File: src/sv/prpd_pkg.sv
// shared types, codes and constants of the palette run-length pixel decoder
// no dependencies
`timescale 1ns / 1ps
`default_nettype none

package prpd_pkg;

  localparam int DEF_PALETTE_DEPTH = 256;

  // restoring divide of a 17-bit dividend, one quotient bit per cycle
  localparam int DIV_BITS  = 17;
  localparam int DIV_CNT_W = $clog2(DIV_BITS);

  // request codes
  localparam logic [1:0] REQ_PALETTE = 2'd0;
  localparam logic [1:0] REQ_DATA    = 2'd1;
  localparam logic [1:0] REQ_START   = 2'd2;

  // status codes
  localparam logic [1:0] STS_OK        = 2'd0;
  localparam logic [1:0] STS_NO_COLOUR = 2'd1;
  localparam logic [1:0] STS_PAST_END  = 2'd2;

  // register indexes
  localparam logic [1:0] REG_MAX_COLOUR  = 2'd0;
  localparam logic [1:0] REG_IMG_WIDTH   = 2'd1;
  localparam logic [1:0] REG_IMG_HEIGHT  = 2'd2;

  localparam logic [7:0]  RST_MAX_COLOUR = 8'd255;
  localparam logic [15:0] RST_IMG_WIDTH  = 16'd1;
  localparam logic [15:0] RST_IMG_HEIGHT = 16'd1;

  typedef struct packed {
    logic [1:0] req_type;
    logic [7:0] data_byte;
    logic [7:0] palette_index;
    logic [7:0] red_in;
    logic [7:0] green_in;
    logic [7:0] blue_in;
  } in_item_t;

  typedef struct packed {
    logic [7:0]  red_out;
    logic [7:0]  green_out;
    logic [7:0]  blue_out;
    logic [7:0]  run_length;
    logic [15:0] start_x;
    logic [15:0] start_y;
    logic [1:0]  status;
  } out_item_t;

  typedef enum logic [1:0] {
    ST_IDLE,
    ST_FETCH,
    ST_DIV,
    ST_EMIT
  } state_t;

  // controller to datapath
  typedef struct packed {
    logic take;
    logic load_div;
    logic div_step;
    logic emit;
  } dp_cmd_t;

  // datapath to controller
  typedef struct packed {
    logic no_colour;
    logic div_last;
    logic out_free;
  } dp_sts_t;

endpackage

`default_nettype wire

File: src/sv/prpd_ctrl.sv
// sequencing state machine of the decoder
// depends on prpd_pkg
`timescale 1ns / 1ps
`default_nettype none

module prpd_ctrl
  import prpd_pkg::*;
(
  input  wire logic       clk,
  input  wire logic       rst_n,
  input  wire logic       in_valid,
  input  wire logic [1:0] req_type,
  input  wire dp_sts_t    sts,
  output logic            in_stall,
  output dp_cmd_t         cmd
);

  state_t state_r, state_nxt;

  always_comb begin
    state_nxt = state_r;
    case (state_r)
      ST_IDLE: begin
        if (in_valid && (req_type == REQ_DATA)) state_nxt = ST_FETCH;
      end
      ST_FETCH: begin
        state_nxt = sts.no_colour ? ST_EMIT : ST_DIV;
      end
      ST_DIV: begin
        if (sts.div_last) state_nxt = ST_EMIT;
      end
      ST_EMIT: begin
        if (sts.out_free) state_nxt = ST_IDLE;
      end
      default: begin
        state_nxt = ST_IDLE;
      end
    endcase
  end

  always_comb begin
    in_stall = 1'b1;
    cmd      = '0;
    case (state_r)
      ST_IDLE: begin
        in_stall = 1'b0;
        cmd.take = in_valid;
      end
      ST_FETCH: begin
        cmd.load_div = 1'b1;
      end
      ST_DIV: begin
        cmd.div_step = 1'b1;
      end
      ST_EMIT: begin
        cmd.emit = sts.out_free;
      end
      default: begin
        in_stall = 1'b1;
      end
    endcase
  end

  always_ff @(posedge clk) begin
    if (!rst_n) begin
      state_r <= ST_IDLE;
    end else begin
      state_r <= state_nxt;
    end
  end

  // a coded byte always goes on to the palette fetch
  a_data_fetch: assert property (@(posedge clk) disable iff (!rst_n)
    cmd.take && (req_type == REQ_DATA) |=> state_r == ST_FETCH)
    else $error("coded byte did not start a fetch");

endmodule

`default_nettype wire

File: config.mk
export PLATFORM = sky130hd
export DESIGN_NAME = prpd_ctrl
export DESIGN_NICKNAME = d
export VERILOG_FILES = /design/src/sv/prpd_pkg.sv /design/src/sv/prpd_ctrl.sv
export SDC_FILE = /design/constraint.sdc
export NUM_CORES = 1
export LEC_CHECK = 0
export ABC_AREA = 1
export BUFFER_PORTS_ARGS = -buffer_cell sky130_fd_sc_hd__buf_4
export CAP_MARGIN = 40
export CORE_AREA = 2 2 39 41
export CTS_CLUSTER_DIAMETER = 120
export DETAILED_ROUTE_END_ITERATION = 10
export DIE_AREA = 0 0 41 43
export PLACE_DENSITY_LB_ADDON = 0.1
export SLEW_MARGIN = 10
export SYNTH_ARGS = -nofsm -noshare
export SYNTH_HDL_FRONTEND = slang
export SYNTH_SLANG_ARGS = --single-unit
File: constraint.sdc
create_clock -name clk -period 2 [get_ports clk]
set_input_delay 0.3 -clock clk [delete_from_list [all_inputs] [get_ports clk]]
set_output_delay 0.3 -clock clk [all_outputs]
set_load 0.005 [all_outputs]
==> flow_metrics.env <==
export IMPL_outcome="finished clean"
export IMPL_cts_resized_gates=0
export IMPL_grt_pass1_wl_um=772
export IMPL_path_delay_family="flip-flops"
export IMPL_worst_pin_slew_ns=0.150
export IMPL_syn_inst=35
export IMPL_fillerInstances=164
export IMPL_synth_nets=48
export IMPL_cp_max_fo=4
export IMPL_die_h_um=43
export IMPL_place_gp_congestion=0.646
export IMPL_r2r_cells=9
export IMPL_fin_ws_ns=0.562
export IMPL_synthTopCellsByArea="ha_1 29%, dfxtp_1 18%, nand2_1 17%"
export IMPL_fin_worst_skew_ns=0.00236
export IMPL_top_regs="state_r x2"
export IMPL_finalSetupViolCount=0
export IMPL_final_common_cell="buf_4"
export IMPL_rows=14
export IMPL_first_pass_iters=2
export IMPL_regMostFlops="state_r"
export IMPL_numCtsBuffers=3
export IMPL_synth_warnings=0
export IMPL_fin_nets=65
export IMPL_antenna_found_initial=0
export IMPL_yosys_area_top_type="ha_1"
export IMPL_worstSetupStartpointType="register"
export IMPL_layout_min_cycle_time_ns=1.44
export IMPL_slew_headroom_pct=90.0
export IMPL_vias=223
export IMPL_final_hold_viol_count=0
export IMPL_min_path_cells=3
export IMPL_largest_reg_flops=2
export IMPL_clkTransAtPathRegs_ns=0.03
export IMPL_groute_usage_overall_pct=7.00
export IMPL_postLayoutCellArea_um2=349
export IMPL_end_kind="output pin"
export IMPL_cts_max_level=1
export IMPL_grt_max_degree=6
export IMPL_drv_slew=0
export IMPL_grt_overflow_total=0
export IMPL_diodes=0
export IMPL_die_area_um2=1760
export IMPL_cts_hold_buf=0
export IMPL_path_buf_inv=3
export IMPL_start_util_pct=15.6
export IMPL_cts_setup_buffers=0
export IMPL_cap_violations=0
export IMPL_ant_nets=0
export IMPL_grt_pass1_vias=232
export IMPL_drt_initial_drc_count=4
export IMPL_cp_required_ns=1.70
export IMPL_fmax_mhz=696
export IMPL_period_share_pct=71.9
export IMPL_finalSetupTns_ns=0
export IMPL_clk_latency_ns=0.22
export IMPL_viasPerCell=3.38
export IMPL_cp_depth=5
export IMPL_coreArea_um2=1380
export IMPL_hold_slack_ns=0.316
export IMPL_synth_area_um2=216
export IMPL_p_per_area_nw_per_um2=1360
export IMPL_crit_type="register to output pin"
export IMPL_dp_slack_ns=0.785
export IMPL_synth_top_area_share_pct=28.9
export IMPL_drive_above_1_share_pct=36.0
export IMPL_synth_cell_types=9
export IMPL_tritoncts="done"
export IMPL_root_buffer="clkbuf_4"
export IMPL_vdd_drop_max_mv=0.464
export IMPL_cpPeakStageDelay_ns=0.36
export IMPL_wl_per_cell_um=6.68
export IMPL_ys_seq_area_share_pct=18.5
export IMPL_crit_chain="inv_1 -> ha_1 -> nand2_1 -> inv_1 -> buf_4"
export IMPL_dp_hpwl_um=367
export IMPL_total_power_w=0.000474
export IMPL_p_leak_nw=0.220
export IMPL_remaining_drc_errors=0
export IMPL_crit_arrival_ns=1.14
export IMPL_synth_area_per_cell_um2=6.18
export IMPL_die_x_um=41
export IMPL_ios=13
export IMPL_slowest_stage="dfxtp_1"
export IMPL_clock_path_buffers=2
export IMPL_hp_class="input pin to register"
export IMPL_portBuffers=12
export IMPL_most_common_layout_cells="12 x buf_4, 10 x nand2_1, 8 x inv_1"
export IMPL_cts_sinks=2
export IMPL_totalWireLength_um=441
export IMPL_ys_ff_latch=2
export IMPL_place_area_um2=327
export IMPL_rsz0062_at_grt="no"
export IMPL_area_growth_pct=61.3
export IMPL_crit_top_cell="inv_1"
metrics by stage:
| step | utilization (%) | cells |
|---|---|---|
| after CTS | 25.2 | 66 |
| after global routing | 25.2 | 66 |
| after global placement | 23.6 | 63 |
| after floorplan | - | 35 |
| after detailed placement | 23.6 | 63 |
| final | 25.2 | 66 |
per-layer routing:
layer  GRT usage (%)  up-vias  part of all wire [%]
met1            6.67       87                    43
met5               0        -                     0
li1                -      130                     -
met3            3.14        0                   8.4
met4            8.00        0                     0
met2            9.69        6                    49
path summary, 6_finish.rpt:
check / startpoint / to / slack, ns
worst max-delay path: state_r[1] / cmd[3] / 0.56
worst max register to register: state_r[0] / state_r[1] / 0.86
worst min register to register: state_r[0] / state_r[0] / 0.62
worst min-delay path: rst_n / state_r[0] / 0.32
Yosys cell counts:
cell,number
ha_1,5
dfxtp_1,2
inv_2,1
nand2_1,10
nand3_1,2
nand2_2,2
nor2_1,4
a21oi_1,1
inv_1,8
worst register-to-register path, cell delays in order, from the launching register on:
cell and delay, ns:
dfxtp_1 0.38, inv_2 0.08, ha_1 0.21, nand2_1 0.07, nand2_1 0.05, inv_1 0.05, nand2_2 0.06, nand2_1 0.06
nand2_1 0.04, nor2_1 0.08
cell families (layout without fill, tap and decap cells):
group                    after synthesis  count (layout)  synth area share, %
flip-flops                             2               2                 18.5
AO/OA/AOI/OAI                          1               1                 2.31
buffers and inverters                  9              24                 15.6
adder cells (fa/ha/maj)                5               5                 28.9
AND/OR/NAND/NOR                       18              18                 34.7
cell type report:
| class | instances | area, µm² | area share, % |
|---|---|---|---|
| Multi-Input combinational cell | 24 | 143 | 40.9 |
| Timing Repair Buffer | 12 | 90.1 | 25.8 |
| Sequential cell | 2 | 40.0 | 11.5 |
| Inverter | 9 | 33.8 | 9.68 |
| Clock buffer | 3 | 22.5 | 6.45 |
| Tap cell | 16 | 20.0 | 5.73 |
where the power goes:
| group | internal [W] | switching, W | leakage (nW) |
|---|---|---|---|
| sequential | 0.0000620 | 0.0000220 | 0.0166 |
| combinational | 0.000146 | 0.000154 | 0.190 |
| clock | 0.0000663 | 0.0000242 | 0.0138 |
| total | 0.000275 | 0.000200 | 0.220 |
No activity file was read; power rests on OpenSTA's default activity.
